### src/hw/rtl/flha_pkg.sv
`timescale 1ns / 1ps
// ----------------------------------------------------------------------------
// flha_pkg
// shared types and codes for the free-list heap allocator
// ----------------------------------------------------------------------------
package flha_pkg;

  // command, fit policy and result codes
  localparam logic CMD_ALLOC = 1'b0;
  localparam logic CMD_FREE  = 1'b1;

  localparam logic [1:0] POL_BEST  = 2'd0;
  localparam logic [1:0] POL_WORST = 2'd1;
  localparam logic [1:0] POL_NEXT  = 2'd3;

  typedef enum logic [1:0] {
    ST_OK      = 2'd0,
    ST_NOFIT   = 2'd1,
    ST_BADFREE = 2'd2,
    ST_FULL    = 2'd3
  } flha_status_t;

  typedef enum logic [3:0] {
    S_INIT,
    S_IDLE,
    S_SLOT,
    S_ASCAN,
    S_ACOMMIT,
    S_MATCH,
    S_FSCAN,
    S_FDECIDE,
    S_MV_RD,
    S_MV_WR,
    S_FWRITE,
    S_DONE
  } flha_state_t;

  typedef enum logic [3:0] {
    OP_NONE,
    OP_INIT,
    OP_LOAD,
    OP_SLOT,
    OP_ESCAN,
    OP_ACOMMIT,
    OP_MATCH,
    OP_DECIDE,
    OP_MV_RD,
    OP_MV_WR,
    OP_FWRITE,
    OP_SETRES,
    OP_EMIT
  } flha_op_t;

  typedef struct packed {
    flha_op_t     op;
    flha_status_t res_code;
  } flha_cmd_t;

  typedef struct packed {
    logic slot_found;
    logic slot_exh;
    logic scan_done;
    logic match_found;
    logic match_exh;
    logic dec_full;
    logic mv_none;
    logic out_busy;
  } flha_stat_t;

endpackage

### src/hw/rtl/flha_in_if.sv
`timescale 1ns / 1ps
// ----------------------------------------------------------------------------
// flha_in_if
// request channel: allocate or free transaction
// ----------------------------------------------------------------------------
interface flha_in_if;
  logic        valid;
  logic        ready;
  logic        cmd;
  logic [11:0] request_bytes;
  logic [1:0]  fit_policy;
  logic [11:0] release_offset;

  modport source (output valid, cmd, request_bytes, fit_policy, release_offset,
                  input ready);
  modport sink (input valid, cmd, request_bytes, fit_policy, release_offset,
                output ready);
endinterface

### src/hw/rtl/flha_out_if.sv
`timescale 1ns / 1ps
// ----------------------------------------------------------------------------
// flha_out_if
// result channel: status and granted payload offset
// ----------------------------------------------------------------------------
interface flha_out_if;
  logic        valid;
  logic        ready;
  logic [1:0]  status;
  logic [11:0] payload_offset;

  modport source (output valid, status, payload_offset, input ready);
  modport sink (input valid, status, payload_offset, output ready);
endinterface

### src/hw/rtl/flha_ram.sv
`timescale 1ns / 1ps
// ----------------------------------------------------------------------------
// flha_ram
// generic single-write, single-read ram with registered read data
// ----------------------------------------------------------------------------
module flha_ram #(
  parameter int WIDTH = 32,
  parameter int DEPTH = 16
) (
  input  logic                     clk,
  input  logic                     we,
  input  logic [$clog2(DEPTH)-1:0] waddr,
  input  logic [WIDTH-1:0]         wdata,
  input  logic [$clog2(DEPTH)-1:0] raddr,
  output logic [WIDTH-1:0]         rdata
);

  logic [WIDTH-1:0] mem [DEPTH];

  always_ff @(posedge clk) begin
    if (we) begin
      mem[waddr] <= wdata;
    end
    rdata <= mem[raddr];
  end

endmodule

### src/hw/rtl/flha_ctrl.sv
`timescale 1ns / 1ps
// ----------------------------------------------------------------------------
// flha_ctrl
// sequencer for allocate and free transactions
// ----------------------------------------------------------------------------
module flha_ctrl import flha_pkg::*; (
  input  logic       clk,
  input  logic       rst_n,
  input  logic       in_valid,
  input  logic       in_cmd,
  output logic       in_ready,
  input  flha_stat_t stat_i,
  output flha_cmd_t  cmd_o
);

  flha_state_t state_r, state_nxt;

  always_ff @(posedge clk) begin
    if (!rst_n) begin
      state_r <= S_INIT;
    end else begin
      state_r <= state_nxt;
    end
  end

  always_comb begin
    state_nxt       = state_r;
    cmd_o.op        = OP_NONE;
    cmd_o.res_code  = ST_OK;
    in_ready        = 1'b0;
    case (state_r)
      S_INIT: begin
        cmd_o.op  = OP_INIT;
        state_nxt = S_IDLE;
      end
      S_IDLE: begin
        in_ready = 1'b1;
        if (in_valid) begin
          cmd_o.op  = OP_LOAD;
          state_nxt = (in_cmd == CMD_FREE) ? S_MATCH : S_SLOT;
        end
      end
      S_SLOT: begin
        if (stat_i.slot_found) begin
          state_nxt = S_ASCAN;
        end else if (stat_i.slot_exh) begin
          cmd_o.op       = OP_SETRES;
          cmd_o.res_code = ST_FULL;
          state_nxt      = S_DONE;
        end else begin
          cmd_o.op = OP_SLOT;
        end
      end
      S_ASCAN: begin
        if (stat_i.scan_done) begin
          state_nxt = S_ACOMMIT;
        end else begin
          cmd_o.op = OP_ESCAN;
        end
      end
      S_ACOMMIT: begin
        cmd_o.op  = OP_ACOMMIT;
        state_nxt = S_DONE;
      end
      S_MATCH: begin
        if (stat_i.match_found) begin
          state_nxt = S_FSCAN;
        end else if (stat_i.match_exh) begin
          cmd_o.op       = OP_SETRES;
          cmd_o.res_code = ST_BADFREE;
          state_nxt      = S_DONE;
        end else begin
          cmd_o.op = OP_MATCH;
        end
      end
      S_FSCAN: begin
        if (stat_i.scan_done) begin
          state_nxt = S_FDECIDE;
        end else begin
          cmd_o.op = OP_ESCAN;
        end
      end
      S_FDECIDE: begin
        cmd_o.op  = OP_DECIDE;
        state_nxt = stat_i.dec_full ? S_DONE : S_MV_RD;
      end
      S_MV_RD: begin
        if (stat_i.mv_none) begin
          state_nxt = S_FWRITE;
        end else begin
          cmd_o.op  = OP_MV_RD;
          state_nxt = S_MV_WR;
        end
      end
      S_MV_WR: begin
        cmd_o.op  = OP_MV_WR;
        state_nxt = S_MV_RD;
      end
      S_FWRITE: begin
        cmd_o.op  = OP_FWRITE;
        state_nxt = S_DONE;
      end
      S_DONE: begin
        if (!stat_i.out_busy) begin
          cmd_o.op  = OP_EMIT;
          state_nxt = S_IDLE;
        end
      end
      default: begin
        state_nxt = S_INIT;
      end
    endcase
  end

endmodule

### src/hw/rtl/flha_dp.sv
`timescale 1ns / 1ps
// ----------------------------------------------------------------------------
// flha_dp
// extent and live-block tables, scans, split, merge and table shifts
// ----------------------------------------------------------------------------
module flha_dp import flha_pkg::*; #(
  parameter int ARENA_BYTES         = 4096,
  parameter int MAX_EXTENTS         = 16,
  parameter int MAX_LIVE            = 16,
  parameter int EXTENT_HEADER_BYTES = 16,
  parameter int BLOCK_HEADER_BYTES  = 8
) (
  input  logic        clk,
  input  logic        rst_n,
  input  logic        in_cmd,
  input  logic [11:0] in_request_bytes,
  input  logic [1:0]  in_fit_policy,
  input  logic [11:0] in_release_offset,
  input  flha_cmd_t   cmd_i,
  output flha_stat_t  stat_o,
  output logic        out_valid,
  input  logic        out_ready,
  output logic [1:0]  out_status,
  output logic [11:0] out_payload_offset
);

  localparam int AW = ($clog2(ARENA_BYTES) + 1 > 14) ? $clog2(ARENA_BYTES) + 1 : 14;
  localparam int EW = 2 * AW;
  localparam int EI = $clog2(MAX_EXTENTS);
  localparam int EC = $clog2(MAX_EXTENTS + 1);
  localparam int LI = $clog2(MAX_LIVE);
  localparam int LC = $clog2(MAX_LIVE + 1);

  localparam logic [AW-1:0] EH       = AW'(EXTENT_HEADER_BYTES);
  localparam logic [AW-1:0] BH       = AW'(BLOCK_HEADER_BYTES);
  localparam logic [AW-1:0] ARENA_SZ = AW'(ARENA_BYTES - EXTENT_HEADER_BYTES);
  localparam logic [EC-1:0] EXT_MAX  = EC'(MAX_EXTENTS);
  localparam logic [LC-1:0] LIVE_MAX = LC'(MAX_LIVE);

  // request
  logic          cmd_r;
  logic [AW-1:0] demand_r;
  logic [1:0]    pol_r;
  logic [11:0]   off_r;

  // persistent state
  logic [EC-1:0]       count_r;
  logic [AW-1:0]       rover_r;
  logic [MAX_LIVE-1:0] live_valid_r;

  // scan counters
  logic [LC-1:0] l_idx_r;
  logic          l_vld_r;
  logic [LI-1:0] l_tag_r;
  logic [EC-1:0] e_idx_r;
  logic          e_vld_r;
  logic [EI-1:0] e_tag_r;

  // allocate scan results
  logic          slot_found_r;
  logic [LI-1:0] slot_r;
  logic          pick_v_r, hit_v_r;
  logic [EI-1:0] pick_idx_r, hit_idx_r;
  logic [AW-1:0] pick_st_r, pick_sz_r, hit_st_r, hit_sz_r;

  // free scan results
  logic          m_found_r;
  logic [LI-1:0] m_idx_r;
  logic [AW-1:0] fs_st_r, fs_tot_r;
  logic          k_found_r;
  logic [EI-1:0] k_idx_r;
  logic [AW-1:0] nk_st_r, nk_sz_r, prev_st_r, prev_sz_r;
  logic          merge_prev_r, merge_next_r;
  logic          mv_down_r;
  logic [EC-1:0] mv_n_r, mv_dst_r;

  // result
  flha_status_t  res_st_r;
  logic [11:0]   res_off_r;
  logic          out_valid_r;
  logic [1:0]    out_status_r;
  logic [11:0]   out_offset_r;

  // ram ports
  logic          ext_we, live_we;
  logic [EI-1:0] ext_waddr, ext_raddr;
  logic [LI-1:0] live_waddr, live_raddr;
  logic [EW-1:0] ext_wdata, ext_rdata, live_wdata, live_rdata;

  flha_ram #(.WIDTH(EW), .DEPTH(MAX_EXTENTS)) u_ext_ram (
    .clk   (clk),
    .we    (ext_we),
    .waddr (ext_waddr),
    .wdata (ext_wdata),
    .raddr (ext_raddr),
    .rdata (ext_rdata)
  );

  flha_ram #(.WIDTH(EW), .DEPTH(MAX_LIVE)) u_live_ram (
    .clk   (clk),
    .we    (live_we),
    .waddr (live_waddr),
    .wdata (live_wdata),
    .raddr (live_raddr),
    .rdata (live_rdata)
  );

  logic [AW-1:0] ext_rd_st, ext_rd_sz, live_rd_st, live_pay;
  logic [AW-1:0] demand_raw, demand_in;
  logic [EC-1:0] k_w, km1_w, mv_src;
  logic          prev_touch, next_touch, full_w, dec_full;
  logic          use_hit;
  logic [EI-1:0] sel_idx;
  logic [AW-1:0] sel_st, sel_sz, sel_pay;
  logic          fit, pick_upd, hit_upd;

  assign ext_rd_st  = ext_rdata[EW-1:AW];
  assign ext_rd_sz  = ext_rdata[AW-1:0];
  assign live_rd_st = live_rdata[EW-1:AW];
  assign live_pay   = live_rd_st + BH;

  assign demand_raw = AW'(in_request_bytes) + BH;
  assign demand_in  = (demand_raw < EH) ? EH : demand_raw;

  // insertion point k: first extent above the freed block, or the count
  assign k_w        = k_found_r ? EC'(k_idx_r) : count_r;
  assign km1_w      = k_w - EC'(1);
  assign prev_touch = (k_w != '0) && (prev_st_r + EH + prev_sz_r == fs_st_r);
  assign next_touch = k_found_r && (fs_st_r + fs_tot_r == nk_st_r);
  assign full_w     = (count_r == EXT_MAX);
  assign dec_full   = !prev_touch && !next_touch && full_w;
  assign mv_src     = mv_down_r ? mv_dst_r + EC'(1) : mv_dst_r - EC'(1);

  assign use_hit = (pol_r == POL_NEXT) && hit_v_r;
  assign sel_idx = use_hit ? hit_idx_r : pick_idx_r;
  assign sel_st  = use_hit ? hit_st_r : pick_st_r;
  assign sel_sz  = use_hit ? hit_sz_r : pick_sz_r;
  assign sel_pay = sel_st + BH;

  assign fit      = ext_rd_sz >= demand_r;
  assign pick_upd = fit && (!pick_v_r ||
                            (pol_r == POL_BEST && ext_rd_sz < pick_sz_r) ||
                            (pol_r == POL_WORST && ext_rd_sz > pick_sz_r));
  assign hit_upd  = fit && !hit_v_r && (ext_rd_st >= rover_r);

  // ram address and write control
  always_comb begin
    ext_we     = 1'b0;
    ext_waddr  = '0;
    ext_wdata  = '0;
    ext_raddr  = e_idx_r[EI-1:0];
    live_we    = 1'b0;
    live_waddr = slot_r;
    live_wdata = {sel_st, demand_r};
    live_raddr = l_idx_r[LI-1:0];
    case (cmd_i.op)
      OP_INIT: begin
        ext_we    = 1'b1;
        ext_wdata = {{AW{1'b0}}, ARENA_SZ};
      end
      OP_ACOMMIT: begin
        if (pick_v_r) begin
          ext_we    = 1'b1;
          ext_waddr = sel_idx;
          ext_wdata = {sel_st + demand_r, sel_sz - demand_r};
          live_we   = 1'b1;
        end
      end
      OP_MV_RD: begin
        ext_raddr = mv_src[EI-1:0];
      end
      OP_MV_WR: begin
        ext_we    = 1'b1;
        ext_waddr = mv_dst_r[EI-1:0];
        ext_wdata = ext_rdata;
      end
      OP_FWRITE: begin
        ext_we = 1'b1;
        if (merge_prev_r && merge_next_r) begin
          ext_waddr = km1_w[EI-1:0];
          ext_wdata = {prev_st_r, prev_sz_r + fs_tot_r + EH + nk_sz_r};
        end else if (merge_prev_r) begin
          ext_waddr = km1_w[EI-1:0];
          ext_wdata = {prev_st_r, prev_sz_r + fs_tot_r};
        end else if (merge_next_r) begin
          ext_waddr = k_w[EI-1:0];
          ext_wdata = {fs_st_r, nk_sz_r + fs_tot_r};
        end else begin
          ext_waddr = k_w[EI-1:0];
          ext_wdata = {fs_st_r, fs_tot_r - EH};
        end
      end
      default: begin
      end
    endcase
  end

  // control state
  always_ff @(posedge clk) begin
    if (!rst_n) begin
      count_r      <= EC'(1);
      rover_r      <= '0;
      live_valid_r <= '0;
      out_valid_r  <= 1'b0;
      l_vld_r      <= 1'b0;
      e_vld_r      <= 1'b0;
    end else begin
      // result register: load on emit, drain on acceptance
      if (cmd_i.op == OP_EMIT) begin
        out_valid_r <= 1'b1;
      end else if (out_ready) begin
        out_valid_r <= 1'b0;
      end
      case (cmd_i.op)
        OP_LOAD: begin
          l_vld_r <= 1'b0;
          e_vld_r <= 1'b0;
        end
        OP_MATCH: begin
          l_vld_r <= (l_idx_r != LIVE_MAX) && !m_found_r;
        end
        OP_ESCAN: begin
          e_vld_r <= (e_idx_r != count_r);
        end
        OP_ACOMMIT: begin
          if (pick_v_r) begin
            live_valid_r[slot_r] <= 1'b1;
            if (pol_r == POL_NEXT) begin
              rover_r <= sel_st + demand_r;
            end
          end else if (pol_r == POL_NEXT) begin
            rover_r <= '0;
          end
        end
        OP_FWRITE: begin
          live_valid_r[m_idx_r] <= 1'b0;
          if (merge_prev_r && merge_next_r) begin
            count_r <= count_r - EC'(1);
            if (rover_r == nk_st_r) begin
              rover_r <= prev_st_r;
            end
          end else if (merge_next_r) begin
            if (rover_r == nk_st_r) begin
              rover_r <= fs_st_r;
            end
          end else if (!merge_prev_r) begin
            count_r <= count_r + EC'(1);
          end
        end
        default: begin
        end
      endcase
    end
  end

  // scan bookkeeping and result payload
  always_ff @(posedge clk) begin
    case (cmd_i.op)
      OP_LOAD: begin
        cmd_r        <= in_cmd;
        demand_r     <= demand_in;
        pol_r        <= in_fit_policy;
        off_r        <= in_release_offset;
        l_idx_r      <= '0;
        e_idx_r      <= '0;
        slot_found_r <= 1'b0;
        pick_v_r     <= 1'b0;
        hit_v_r      <= 1'b0;
        m_found_r    <= 1'b0;
        k_found_r    <= 1'b0;
      end
      OP_SLOT: begin
        if (!live_valid_r[l_idx_r[LI-1:0]]) begin
          slot_found_r <= 1'b1;
          slot_r       <= l_idx_r[LI-1:0];
        end else begin
          l_idx_r <= l_idx_r + LC'(1);
        end
      end
      OP_MATCH: begin
        if (l_idx_r != LIVE_MAX && !m_found_r) begin
          l_tag_r <= l_idx_r[LI-1:0];
          l_idx_r <= l_idx_r + LC'(1);
        end
        if (l_vld_r && !m_found_r && live_valid_r[l_tag_r] &&
            live_pay[11:0] == off_r) begin
          m_found_r <= 1'b1;
          m_idx_r   <= l_tag_r;
          fs_st_r   <= live_rd_st;
          fs_tot_r  <= live_rdata[AW-1:0];
        end
      end
      OP_ESCAN: begin
        if (e_idx_r != count_r) begin
          e_tag_r <= e_idx_r[EI-1:0];
          e_idx_r <= e_idx_r + EC'(1);
        end
        if (e_vld_r) begin
          if (cmd_r == CMD_ALLOC) begin
            if (pick_upd) begin
              pick_v_r   <= 1'b1;
              pick_idx_r <= e_tag_r;
              pick_st_r  <= ext_rd_st;
              pick_sz_r  <= ext_rd_sz;
            end
            if (hit_upd) begin
              hit_v_r   <= 1'b1;
              hit_idx_r <= e_tag_r;
              hit_st_r  <= ext_rd_st;
              hit_sz_r  <= ext_rd_sz;
            end
          end else if (!k_found_r) begin
            if (ext_rd_st > fs_st_r) begin
              k_found_r <= 1'b1;
              k_idx_r   <= e_tag_r;
              nk_st_r   <= ext_rd_st;
              nk_sz_r   <= ext_rd_sz;
            end else begin
              prev_st_r <= ext_rd_st;
              prev_sz_r <= ext_rd_sz;
            end
          end
        end
      end
      OP_ACOMMIT: begin
        res_st_r  <= pick_v_r ? ST_OK : ST_NOFIT;
        res_off_r <= pick_v_r ? sel_pay[11:0] : 12'd0;
      end
      OP_DECIDE: begin
        merge_prev_r <= prev_touch;
        merge_next_r <= next_touch;
        if (prev_touch && next_touch) begin
          mv_down_r <= 1'b1;
          mv_n_r    <= count_r - k_w - EC'(1);
          mv_dst_r  <= k_w;
        end else if (!prev_touch && !next_touch && !full_w) begin
          mv_down_r <= 1'b0;
          mv_n_r    <= count_r - k_w;
          mv_dst_r  <= count_r;
        end else begin
          mv_down_r <= 1'b0;
          mv_n_r    <= '0;
          mv_dst_r  <= count_r;
        end
        res_st_r  <= ST_FULL;
        res_off_r <= 12'd0;
      end
      OP_MV_WR: begin
        mv_dst_r <= mv_src;
        mv_n_r   <= mv_n_r - EC'(1);
      end
      OP_FWRITE: begin
        res_st_r  <= ST_OK;
        res_off_r <= 12'd0;
      end
      OP_SETRES: begin
        res_st_r  <= cmd_i.res_code;
        res_off_r <= 12'd0;
      end
      OP_EMIT: begin
        out_status_r <= res_st_r;
        out_offset_r <= res_off_r;
      end
      default: begin
      end
    endcase
  end

  assign stat_o.slot_found  = slot_found_r;
  assign stat_o.slot_exh    = (l_idx_r == LIVE_MAX);
  assign stat_o.scan_done   = (e_idx_r == count_r) && !e_vld_r;
  assign stat_o.match_found = m_found_r;
  assign stat_o.match_exh   = (l_idx_r == LIVE_MAX) && !l_vld_r;
  assign stat_o.dec_full    = dec_full;
  assign stat_o.mv_none     = (mv_n_r == '0);
  assign stat_o.out_busy    = out_valid_r && !out_ready;

  assign out_valid          = out_valid_r;
  assign out_status         = out_status_r;
  assign out_payload_offset = out_offset_r;

  a_count_range: assert property (@(posedge clk) disable iff (!rst_n)
    count_r != '0 && count_r <= EXT_MAX)
    else $error("extent count out of range");

  a_alloc_marks_live: assert property (@(posedge clk) disable iff (!rst_n)
    cmd_i.op == OP_ACOMMIT && pick_v_r |=> live_valid_r[$past(slot_r)])
    else $error("granted block not marked live");

  a_free_clears_live: assert property (@(posedge clk) disable iff (!rst_n)
    cmd_i.op == OP_FWRITE |=> !live_valid_r[$past(m_idx_r)])
    else $error("freed block still marked live");

  a_fail_zero_offset: assert property (@(posedge clk) disable iff (!rst_n)
    out_valid_r && out_status_r != ST_OK |-> out_offset_r == 12'd0)
    else $error("failed transaction carries an offset");

endmodule

### src/hw/rtl/free_list_heap_allocator_unit.sv
`timescale 1ns / 1ps
// ----------------------------------------------------------------------------
// free_list_heap_allocator_unit
// free-list allocator over a fixed arena with first, best, worst and next fit
// ----------------------------------------------------------------------------
// One transaction is handled at a time and every transaction gives exactly one
// result. Free extents live in an address-ordered ram of MAX_EXTENTS entries,
// live blocks in a second ram of MAX_LIVE entries with a valid flop per entry.
// An allocate makes a one-per-cycle walk of the live valid bits for a free
// slot, then a pipelined read of every extent through the ram read port, then
// a commit step. A free shifts every extent entry that has to move (a merge of
// both neighbours or a fresh entry), and each shift is a read then a write
// through the single read port of the extent ram. After reset the block seeds
// the extent table with the whole arena before taking requests.
// A result waiting on the output does not stop the next request being taken;
// only its own result has to wait for the output register to drain.
// ----------------------------------------------------------------------------
module free_list_heap_allocator_unit import flha_pkg::*; #(
  parameter int ARENA_BYTES         = 4096,
  parameter int MAX_EXTENTS         = 16,
  parameter int MAX_LIVE            = 16,
  parameter int EXTENT_HEADER_BYTES = 16,
  parameter int BLOCK_HEADER_BYTES  = 8
) (
  input  logic       clk,
  input  logic       rst_n,
  flha_in_if.sink    in_tx,
  flha_out_if.source out_tx
);

  // command and status between sequencer and datapath
  flha_cmd_t  ctl_cmd;
  flha_stat_t dp_stat;

  // sequencer: owns the request handshake and walks each transaction
  flha_ctrl u_ctrl (
    .clk      (clk),
    .rst_n    (rst_n),
    .in_valid (in_tx.valid),
    .in_cmd   (in_tx.cmd),
    .in_ready (in_tx.ready),
    .stat_i   (dp_stat),
    .cmd_o    (ctl_cmd)
  );

  // datapath: tables, scans, split and merge, result register
  flha_dp #(
    .ARENA_BYTES         (ARENA_BYTES),
    .MAX_EXTENTS         (MAX_EXTENTS),
    .MAX_LIVE            (MAX_LIVE),
    .EXTENT_HEADER_BYTES (EXTENT_HEADER_BYTES),
    .BLOCK_HEADER_BYTES  (BLOCK_HEADER_BYTES)
  ) u_dp (
    .clk                (clk),
    .rst_n              (rst_n),
    .in_cmd             (in_tx.cmd),
    .in_request_bytes   (in_tx.request_bytes),
    .in_fit_policy      (in_tx.fit_policy),
    .in_release_offset  (in_tx.release_offset),
    .cmd_i              (ctl_cmd),
    .stat_o             (dp_stat),
    .out_valid          (out_tx.valid),
    .out_ready          (out_tx.ready),
    .out_status         (out_tx.status),
    .out_payload_offset (out_tx.payload_offset)
  );

endmodule

### src/flat_wrapper.sv
// flat-port wrapper written by rule: the top's interface ports become plain ports
module free_list_heap_allocator_unit_flat import flha_pkg::*;
#(
  parameter int ARENA_BYTES         = 4096,
  parameter int MAX_EXTENTS         = 16,
  parameter int MAX_LIVE            = 16,
  parameter int EXTENT_HEADER_BYTES = 16,
  parameter int BLOCK_HEADER_BYTES  = 8
)
  (clk, rst_n, in_tx_valid, in_tx_cmd, in_tx_request_bytes, in_tx_fit_policy, in_tx_release_offset, in_tx_ready, out_tx_valid, out_tx_status, out_tx_payload_offset, out_tx_ready);
  flha_in_if in_tx_i ();
  flha_out_if out_tx_i ();
  input  logic clk;
  input  logic rst_n;
  input wire logic [$bits(in_tx_i.valid)-1:0] in_tx_valid;
  input wire logic [$bits(in_tx_i.cmd)-1:0] in_tx_cmd;
  input wire logic [$bits(in_tx_i.request_bytes)-1:0] in_tx_request_bytes;
  input wire logic [$bits(in_tx_i.fit_policy)-1:0] in_tx_fit_policy;
  input wire logic [$bits(in_tx_i.release_offset)-1:0] in_tx_release_offset;
  output wire logic [$bits(in_tx_i.ready)-1:0] in_tx_ready;
  output wire logic [$bits(out_tx_i.valid)-1:0] out_tx_valid;
  output wire logic [$bits(out_tx_i.status)-1:0] out_tx_status;
  output wire logic [$bits(out_tx_i.payload_offset)-1:0] out_tx_payload_offset;
  input wire logic [$bits(out_tx_i.ready)-1:0] out_tx_ready;
  assign in_tx_i.valid = in_tx_valid;
  assign in_tx_i.cmd = in_tx_cmd;
  assign in_tx_i.request_bytes = in_tx_request_bytes;
  assign in_tx_i.fit_policy = in_tx_fit_policy;
  assign in_tx_i.release_offset = in_tx_release_offset;
  assign in_tx_ready = in_tx_i.ready;
  assign out_tx_valid = out_tx_i.valid;
  assign out_tx_status = out_tx_i.status;
  assign out_tx_payload_offset = out_tx_i.payload_offset;
  assign out_tx_i.ready = out_tx_ready;
  free_list_heap_allocator_unit #(.ARENA_BYTES(ARENA_BYTES), .MAX_EXTENTS(MAX_EXTENTS), .MAX_LIVE(MAX_LIVE), .EXTENT_HEADER_BYTES(EXTENT_HEADER_BYTES), .BLOCK_HEADER_BYTES(BLOCK_HEADER_BYTES)) u_core (.clk(clk), .rst_n(rst_n), .in_tx(in_tx_i), .out_tx(out_tx_i));
endmodule
### config.mk
export PLATFORM = sky130hd
export DESIGN_NAME = free_list_heap_allocator_unit_flat
export DESIGN_NICKNAME = d
export VERILOG_FILES = /design/src/hw/rtl/flha_pkg.sv /design/src/hw/rtl/flha_in_if.sv /design/src/hw/rtl/flha_out_if.sv /design/src/hw/rtl/flha_ram.sv /design/src/hw/rtl/flha_ctrl.sv /design/src/hw/rtl/flha_dp.sv /design/src/hw/rtl/free_list_heap_allocator_unit.sv /design/src/flat_wrapper.sv
export SDC_FILE = /design/constraint.sdc
export NUM_CORES = 2
export LEC_CHECK = 0
export ABC_AREA = 1
export BUFFER_PORTS_ARGS = -buffer_cell sky130_fd_sc_hd__clkbuf_2
export CORE_ASPECT_RATIO = 1.25
export CORE_MARGIN = 3
export CORE_UTILIZATION = 60
export DETAILED_ROUTE_END_ITERATION = 6
export PLACE_DENSITY = 0.76
export SLEW_MARGIN = 20
export SYNTH_ARGS = -nofsm -noshare
export SYNTH_HDL_FRONTEND = slang
export SYNTH_SLANG_ARGS = --single-unit
### constraint.sdc
create_clock -name clk -period 13.46 [get_ports clk]
set_clock_uncertainty 0.15 [all_clocks]
set_input_delay 1.346 -clock clk [delete_from_list [all_inputs] [get_ports clk]]
set_output_delay 1.346 -clock clk [all_outputs]
set_load 0.03 [all_outputs]
### After elaboration in Yosys (flattened, before gate mapping)

Memories as Yosys holds them, arrays and structs flattened. A register that Yosys moved wholly into a read port is not among the register bits.
Index checks and enable logic that the tools add are counted.

| word-level totals | value |
|---|---|
| bits in registers | 295 |
| RAM bits | 896 |
| memories kept | 2 |

| operators by class | value |
|---|---|
| $add $sub $neg | 23 |
| order comparisons | 12 |
| eq/ne operators | 56 |
| mux-type cells | 104 |
| bitwise logic cells | 7 |
| reductions and logical operators | 69 |

Memories:

| name | words | bits a word | read ports | clocked after Yosys merged registers in | write ports | RTL line | text |
|---|---|---|---|---|---|---|---|
| u_core.u_dp.u_ext_ram.mem | 16 | 28 | 1 | 1 | 1 | flha_ram.sv:18 | `logic [WIDTH-1:0] mem [DEPTH];` |
| u_core.u_dp.u_live_ram.mem | 16 | 28 | 1 | 1 | 1 | flha_ram.sv:18 |  |

Operators by type and width:

| cell | number |
|---|---|
| 14-bit 2-to-1 mux | 10 |
| 28-bit case mux with 4 select lines | 1 |
| 4-bit case mux with 11 select lines | 2 |
| 14-bit adder | 6 |
| 28-bit 2-to-1 mux | 3 |
| 4-bit 2-to-1 mux | 17 |
| 5-bit 2-to-1 mux | 11 |
| 14-bit equality test | 3 |
| 4-bit equality test (second input constant) | 9 |
| 4-bit by 3-bit equality test with 1-bit output (second input constant) | 8 |
| 16-bit case mux with 2 select lines | 1 |
| 2-bit != test (second input constant) | 15 |
| 5-bit case mux with 2 select lines | 3 |
| 14-bit by 5-bit adder with 14-bit output (second input constant) | 2 |
| 14-bit greater-or-equal comparator | 2 |
| 14-bit > comparator | 2 |
| 14-bit case mux with 2 select lines | 1 |
| 1-bit 2-to-1 mux | 27 |
| 12-bit by 4-bit adder with 12-bit output (second input constant) | 2 |
| 12-bit case mux with 2 select lines | 1 |
| 1-bit logical AND | 22 |
| 5-bit by 1-bit adder with 5-bit output (second input constant) | 4 |
| 4-bit by 5-bit < comparator with 1-bit output (second input constant) | 4 |
| 4-bit AND reduction | 5 |
| 52 further kinds | 110 |

### Longest topological paths before layout

| logic depth | value |
|---|---|
| depth in word-level cells | 10 |
| depth in mapped cells | 23 |
| mapped depth without buffers | 23 |

### By module

A second synthesis with hierarchy kept.

| unflattened totals | value |
|---|---|
| cells, all modules | 6361 |
| area, all modules | 60863.4 sq um |

By module, submodules not included:

| module | times used | cells an instance | area each (sq um) |
|---|---|---|---|
| flha_ram | 2 | 1858 | 19782.7 |
| flha_dp | 1 | 2549 | 20772.4 |
| flha_ctrl | 1 | 96 | 525.5 |

### Worst setup path after synthesis

Ideal clock, no wire load.

| timing | value |
|---|---|
| path type | flip-flop to flip-flop |
| start point | register u_core.u_dp.fs_st_r[13] |
| end point | register u_core.u_dp.k_idx_r[0], enable pin |
| arrival | 3730 ps |
| setup slack | 9119 ps |
| stages on the path, launching flop included | 14 |
| buffers on the path | 0 |
| period minus slack after synthesis | 4341 ps |
| path through | edfxtp_1 -> inv_1 -> ha_1 -> nand2_1 -> inv_1 -> nand2_1 -> inv_1 -> nand2_1 -> nor3_1 -> nand2_1 -> o211ai_1 -> and2_0 -> inv_1 -> nor3_1 |

| between the ends | value |
|---|---|
| word-level cells in the longest chain between the ends | 2 |

RTL lines:

| item | RTL line | text |
|---|---|---|
| from (decl) | flha_dp.sv:69 | `logic [AW-1:0] fs_st_r, fs_tot_r;` |
| from (signal assigned) | flha_dp.sv:289 | `fs_st_r <= live_rd_st;` |
| 14-bit > comparator | flha_dp.sv:313 | `if (ext_rd_st > fs_st_r) begin` |
| 5-bit AND reduction (no line) | - |  |
| to (signal assigned) | flha_dp.sv:315 | `k_idx_r <= e_tag_r;` |
| to (decl) | flha_dp.sv:71 | `logic [EI-1:0] k_idx_r;` |

Every way passes these cells.
A chain may end at the register's enable or synchronous reset.

### Final worst setup path

| timing | value |
|---|---|
| start point | register u_core.u_dp.fs_tot_r[0] |
| end point | memory u_core.u_dp.u_ext_ram.mem[1][13] in the netlist's numbering (data pin) |

| between the ends | value |
|---|---|
| word-level cells in the longest chain between the ends | 5 |
| elaborated cells between the ends (all ways) | 9 |
| classes of those cells | add/sub (5); mux (4) |

RTL lines:

| item | RTL line | text |
|---|---|---|
| from (decl) | flha_dp.sv:69 |  |
| from (signal assigned) | flha_dp.sv:290 | `fs_tot_r <= live_rdata[AW-1:0];` |
| 14-bit adder (tied with other cells) | flha_dp.sv:181, flha_dp.sv:184 |  |
| 14-bit by 5-bit adder with 14-bit output / 14-bit 2-to-1 mux (equally long branches) | flha_dp.sv:181, flha_dp.sv:185 |  |
| 14-bit adder / 28-bit 2-to-1 mux (equally long branches) | flha_dp.sv:181, flha_dp.sv:182 |  |
| 28-bit 2-to-1 mux * | flha_dp.sv:179 | `if (merge_prev_r && merge_next_r) begin` |
| 28-bit case mux with 4 select lines * | flha_dp.sv:156 | `case (cmd_i.op)` |
| net u_core.u_dp.ext_wdata[13] | flha_dp.sv:88 | `logic [EW-1:0] ext_wdata, ext_rdata, live_wdata, live_rdata;` |
| to (decl) | flha_ram.sv:18 |  |

Mark *: on every way through the listed nets, which the timed path passes. The rest lies on a longest branch.

==> results.sh <==
export IMPL_cts_buffer_depth=3
export IMPL_grt_pass1_wl_um=228000
export IMPL_synth_fp_nets=5197
export IMPL_clk_pin_slew_ps=70
export IMPL_finalCritPeriodShare_pct=37.01
export IMPL_worst_setup_path_end_kind="register"
export IMPL_finalSetupViolCount=0
export IMPL_cts_sinks=1227
export IMPL_gp_congestion=1.025
export IMPL_vdd_drop_max_uv=142.8
export IMPL_post_layout_nonfiller_instances=6269
export IMPL_drt_initial_drc_count=4718
export IMPL_finalHoldViolations=0
export IMPL_hold_path_end="u_core.u_dp.fs_tot_r[12]"
export IMPL_p_leak_nw=21.86
export IMPL_grt_overflow_total=0
export IMPL_grt_usage_pct=31.59
export IMPL_tns_ps=0
export IMPL_drive_gt1_share_pct=8.125
export IMPL_ys_seq_area_share_pct=64.49
export IMPL_worstReg2RegStart="u_core.u_dp.fs_tot_r[0]"
export IMPL_cap_violations=0
export IMPL_cp_max_fo=16
export IMPL_antenna_found_initial=5
export IMPL_yosysWarningCount=0
export IMPL_dr_total_vias=39190
export IMPL_syn_area_per_cell_um2=11.20
export IMPL_wl_per_cell_um=24.61
export IMPL_synth_top_area_share_pct=61.00
export IMPL_ys_flop_type="edfxtp_1"
export IMPL_yosysMostFrequentCell="edfxtp_1"
export IMPL_reg2reg_depth=22
export IMPL_worst_hold_startpoint="u_core.u_dp.u_live_ram.rdata[12]"
export IMPL_cts_resized=0
export IMPL_criticalPathCategory="reg2reg"
export IMPL_r2r_setup_slack_ps=8480
export IMPL_drt_wl_total_um=154300
export IMPL_grt_max_degree=225
export IMPL_grt_setup_unrepaired="false"
export IMPL_via_per_inst=6.251
export IMPL_synth_seq_cells=1227
export IMPL_synth_largest_area_cell="edfxtp_1"
export IMPL_portBuffers=46
export IMPL_yosys_cell_types_count=64
export IMPL_status="complete, no violations"
export IMPL_syn_area_um2=55630
export IMPL_ys_top_cells_by_area="edfxtp_1 (61%), o21ai_0 (5.1%), nand2_1 (4.5%), nor2_1 (4.4%), ha_1 (4.3%)"
export IMPL_p_per_area_nw_per_um2=178.0
export IMPL_synth_cells=4965
export IMPL_dp_cells=6056
export IMPL_io_pins=47
export IMPL_die_w_um=278.3
export IMPL_worst_pin_slew_ps=1154
export IMPL_pre_cts_ws_ps=8571
export IMPL_core_area_um2=91690
export IMPL_rows=124
export IMPL_post_cts_buffers=0
export IMPL_critPathLaunchType="register"
export IMPL_async_reset_ff_share_pct=0
export IMPL_drv_slew=0
export IMPL_hold_class="reg2reg"
export IMPL_first_global_vias=37530
export IMPL_start_util_pct=60.67
export IMPL_flow_area_growth_from_synthesis_pct=9.935
export IMPL_worst_ep_required_time_ps=13660
export IMPL_relSlewSlack_pct=23.06
export IMPL_place_hpwl_um=99140
export IMPL_drc_errors=0
export IMPL_finalPower_w=0.01088
export IMPL_die_h_um=346.4
export IMPL_cts_root_buf="clkbuf_16"
export IMPL_htreeDepth=3
export IMPL_reg2reg_to="u_core.u_dp.u_ext_ram.mem[1][13]"
export IMPL_cts_tree="yes"
export IMPL_worst_slack_ps=8478
export IMPL_drtAntennaViolNets=0
export IMPL_fillers=6635
export IMPL_clock_latency_ps=720
export IMPL_period_needed_ps=4982
export IMPL_cts_buffers=111
export IMPL_nets=5206
export IMPL_worstPathArrival_ps=5190
export IMPL_ys_top_cells_by_count="edfxtp_1 (1130), nand2_1 (660), nor2_1 (654)"
export IMPL_fmax_mhz=200.7
export IMPL_die_area_um2=96420
export IMPL_synth_edff_count=1130
export IMPL_firstDrtPassIters=6
export IMPL_hold_buffers=0
export IMPL_worstHoldPathCells=0
[report_power, final]
| part | leakage, nW | switching, W | internal, W | total, W |
|---|---|---|---|---|
| combinational | 9.00 | 0.00185 | 0.000689 | 0.00254 |
| clock | 1.87 | 0.00142 | 0.00185 | 0.00327 |
| sequential | 11.0 | 0.000361 | 0.00471 | 0.00507 |
| total | 21.9 | 0.00364 | 0.00725 | 0.0109 |
[worst max-delay path, stage by stage (launching register included)]
cell and delay (ps):
edfxtp_1 440, ha_1 270, fa_1 410, nand3_1 110, nand2_1 110, a21oi_1 260, o21ai_0 180, nand2_1 80
nand2_1 50, a21oi_1 150, or2_2 150, nand2_1 50, ha_1 270, ha_1 360, nand4_1 100, inv_1 80
nand2_1 50, o211ai_1 100, a31oi_1 70, or2_1 260, nand2_1 80, nor2_1 40, o21bai_1 800
[logic make-up (layout without fill, tap and decap cells)]
group / after synthesis / after routing / share of synthesized area (%)
and+or+nand+nor: 1663 / 1663 / 12.34
other: 0 / 1 / 0
buffers and inverters: 568 / 674 / 4.121
adders and majority gates: 201 / 201 / 4.656
muxes: 2 / 2 / 0.03599
AOI/OAI and AO/OA: 1199 / 1199 / 12.70
xor gates and xnor gates: 105 / 105 / 1.653
DFF: 1227 / 1227 / 64.49
[worst max-delay path by stage]
stage | to | slack (ps) | startpoint | cells past startpoint
2_1_floorplan | u_core.u_dp.k_idx_r[0] | 9120 | u_core.u_dp.fs_st_r[13] | 13
3_3_place_gp | u_core.u_dp.u_ext_ram.mem[8][13] | 8590 | u_core.u_dp.fs_tot_r[0] | 22
3_5_place_dp | u_core.u_dp.u_ext_ram.mem[15][13] | 8570 | u_core.u_dp.fs_tot_r[0] | 22
4_1_cts | u_core.u_dp.u_ext_ram.mem[2][13] | 8550 | u_core.u_dp.fs_tot_r[0] | 22
5_1_grt | u_core.u_dp.u_ext_ram.mem[5][13] | 8060 | u_core.u_dp.fs_tot_r[0] | 22
6_report | u_core.u_dp.u_ext_ram.mem[1][13] | 8480 | u_core.u_dp.fs_tot_r[0] | 22
[metrics by stage]
| step | hold WS [ps] | util, % | cell area [um2] |
|---|---|---|---|
| floorplan | 235.5 | - | 55630 |
| global placement | 243.4 | 62.40 | 57210 |
| detailed placement | 238.7 | 62.41 | 57220 |
| CTS | 267.0 | 66.58 | 61050 |
| global route | 268.3 | 66.69 | 61150 |
| finish | 266.0 | 66.69 | 61150 |
[state kept, by name, indices dropped and copies added (netlist names), 14 cells and up]
name and cells:
u_core.u_dp.u_ext_ram.mem 448, u_core.u_dp.prev_sz_r 14, u_core.u_dp.prev_st_r 14, u_core.u_dp.u_ext_ram.rdata 28
u_core.u_dp.hit_sz_r 14, u_core.u_dp.live_valid_r 16, u_core.u_dp.fs_st_r 14, u_core.u_dp.u_live_ram.rdata 27
u_core.u_dp.nk_sz_r 14, u_core.u_dp.u_live_ram.mem 432, u_core.u_dp.nk_st_r 14, u_core.u_dp.rover_r 14
u_core.u_dp.pick_sz_r 14, u_core.u_dp.pick_st_r 14, u_core.u_dp.hit_st_r 14
[cell usage in the layout, fill, tap and decap left out, types with 6 or more instances in the layout]
cell type / synthesis / final
o221ai_1: 140 / 134
nor3_1: 35 / 32
nor2_4: 3 / 38
or2_2: 26 / 26
clkbuf_16: 0 / 112
fa_1: 10 / 10
clkinv_1: 7 / 22
a22oi_1: 12 / 12
ha_1: 191 / 191
o211ai_1: 70 / 70
edfxtp_1: 1130 / 1130
clkinv_2: 0 / 26
o22ai_1: 99 / 99
clkinvlp_4: 0 / 6
o21ai_1: 35 / 35
clkbuf_1: 141 / 13
a21o_1: 7 / 7
nand3b_1: 9 / 9
dfxtp_1: 97 / 97
buf_4: 4 / 64
nor2_1: 654 / 620
o21bai_1: 7 / 6
a21oi_1: 206 / 205
bufinv_16: 0 / 13
a31oi_1: 10 / 10
xnor2_1: 29 / 29
inv_2: 17 / 19
clkbuf_2: 0 / 46
o21ai_0: 567 / 566
o31ai_1: 6 / 6
nand4_1: 26 / 26
nor4_1: 9 / 9
xor2_1: 76 / 76
nand3_1: 218 / 218
nand2_1: 660 / 660
inv_1: 326 / 324
clkbuf_8: 0 / 10
o221ai_2: 0 / 6
[cell type report]
| type | instances | area, um2 | share of cell area (%) |
|---|---|---|---|
| Sequential cell | 1227 | 35870 | 58.66 |
| Multi-Input combinational cell | 3170 | 17840 | 29.17 |
| Clock buffer | 135 | 2989 | 4.888 |
| Tap cell | 1197 | 1498 | 2.449 |
| Inverter | 351 | 1328 | 2.171 |
| Clock inverter | 75 | 843.3 | 1.379 |
| Timing Repair Buffer | 113 | 778.2 | 1.273 |
| Antenna cell | 1 | 2.502 | 0.004092 |
[metal layers]
metal  global-route usage, %  vias to the layer above  wire length, um
met2                   54.29                     1950            76690
met4                   17.88                        6             9317
li1                        -                    17950                -
met1                   39.15                    18850            56140
met3                   3.520                      433            12070
met5                       0                        -               40
(Power assumes the default switching activity.)
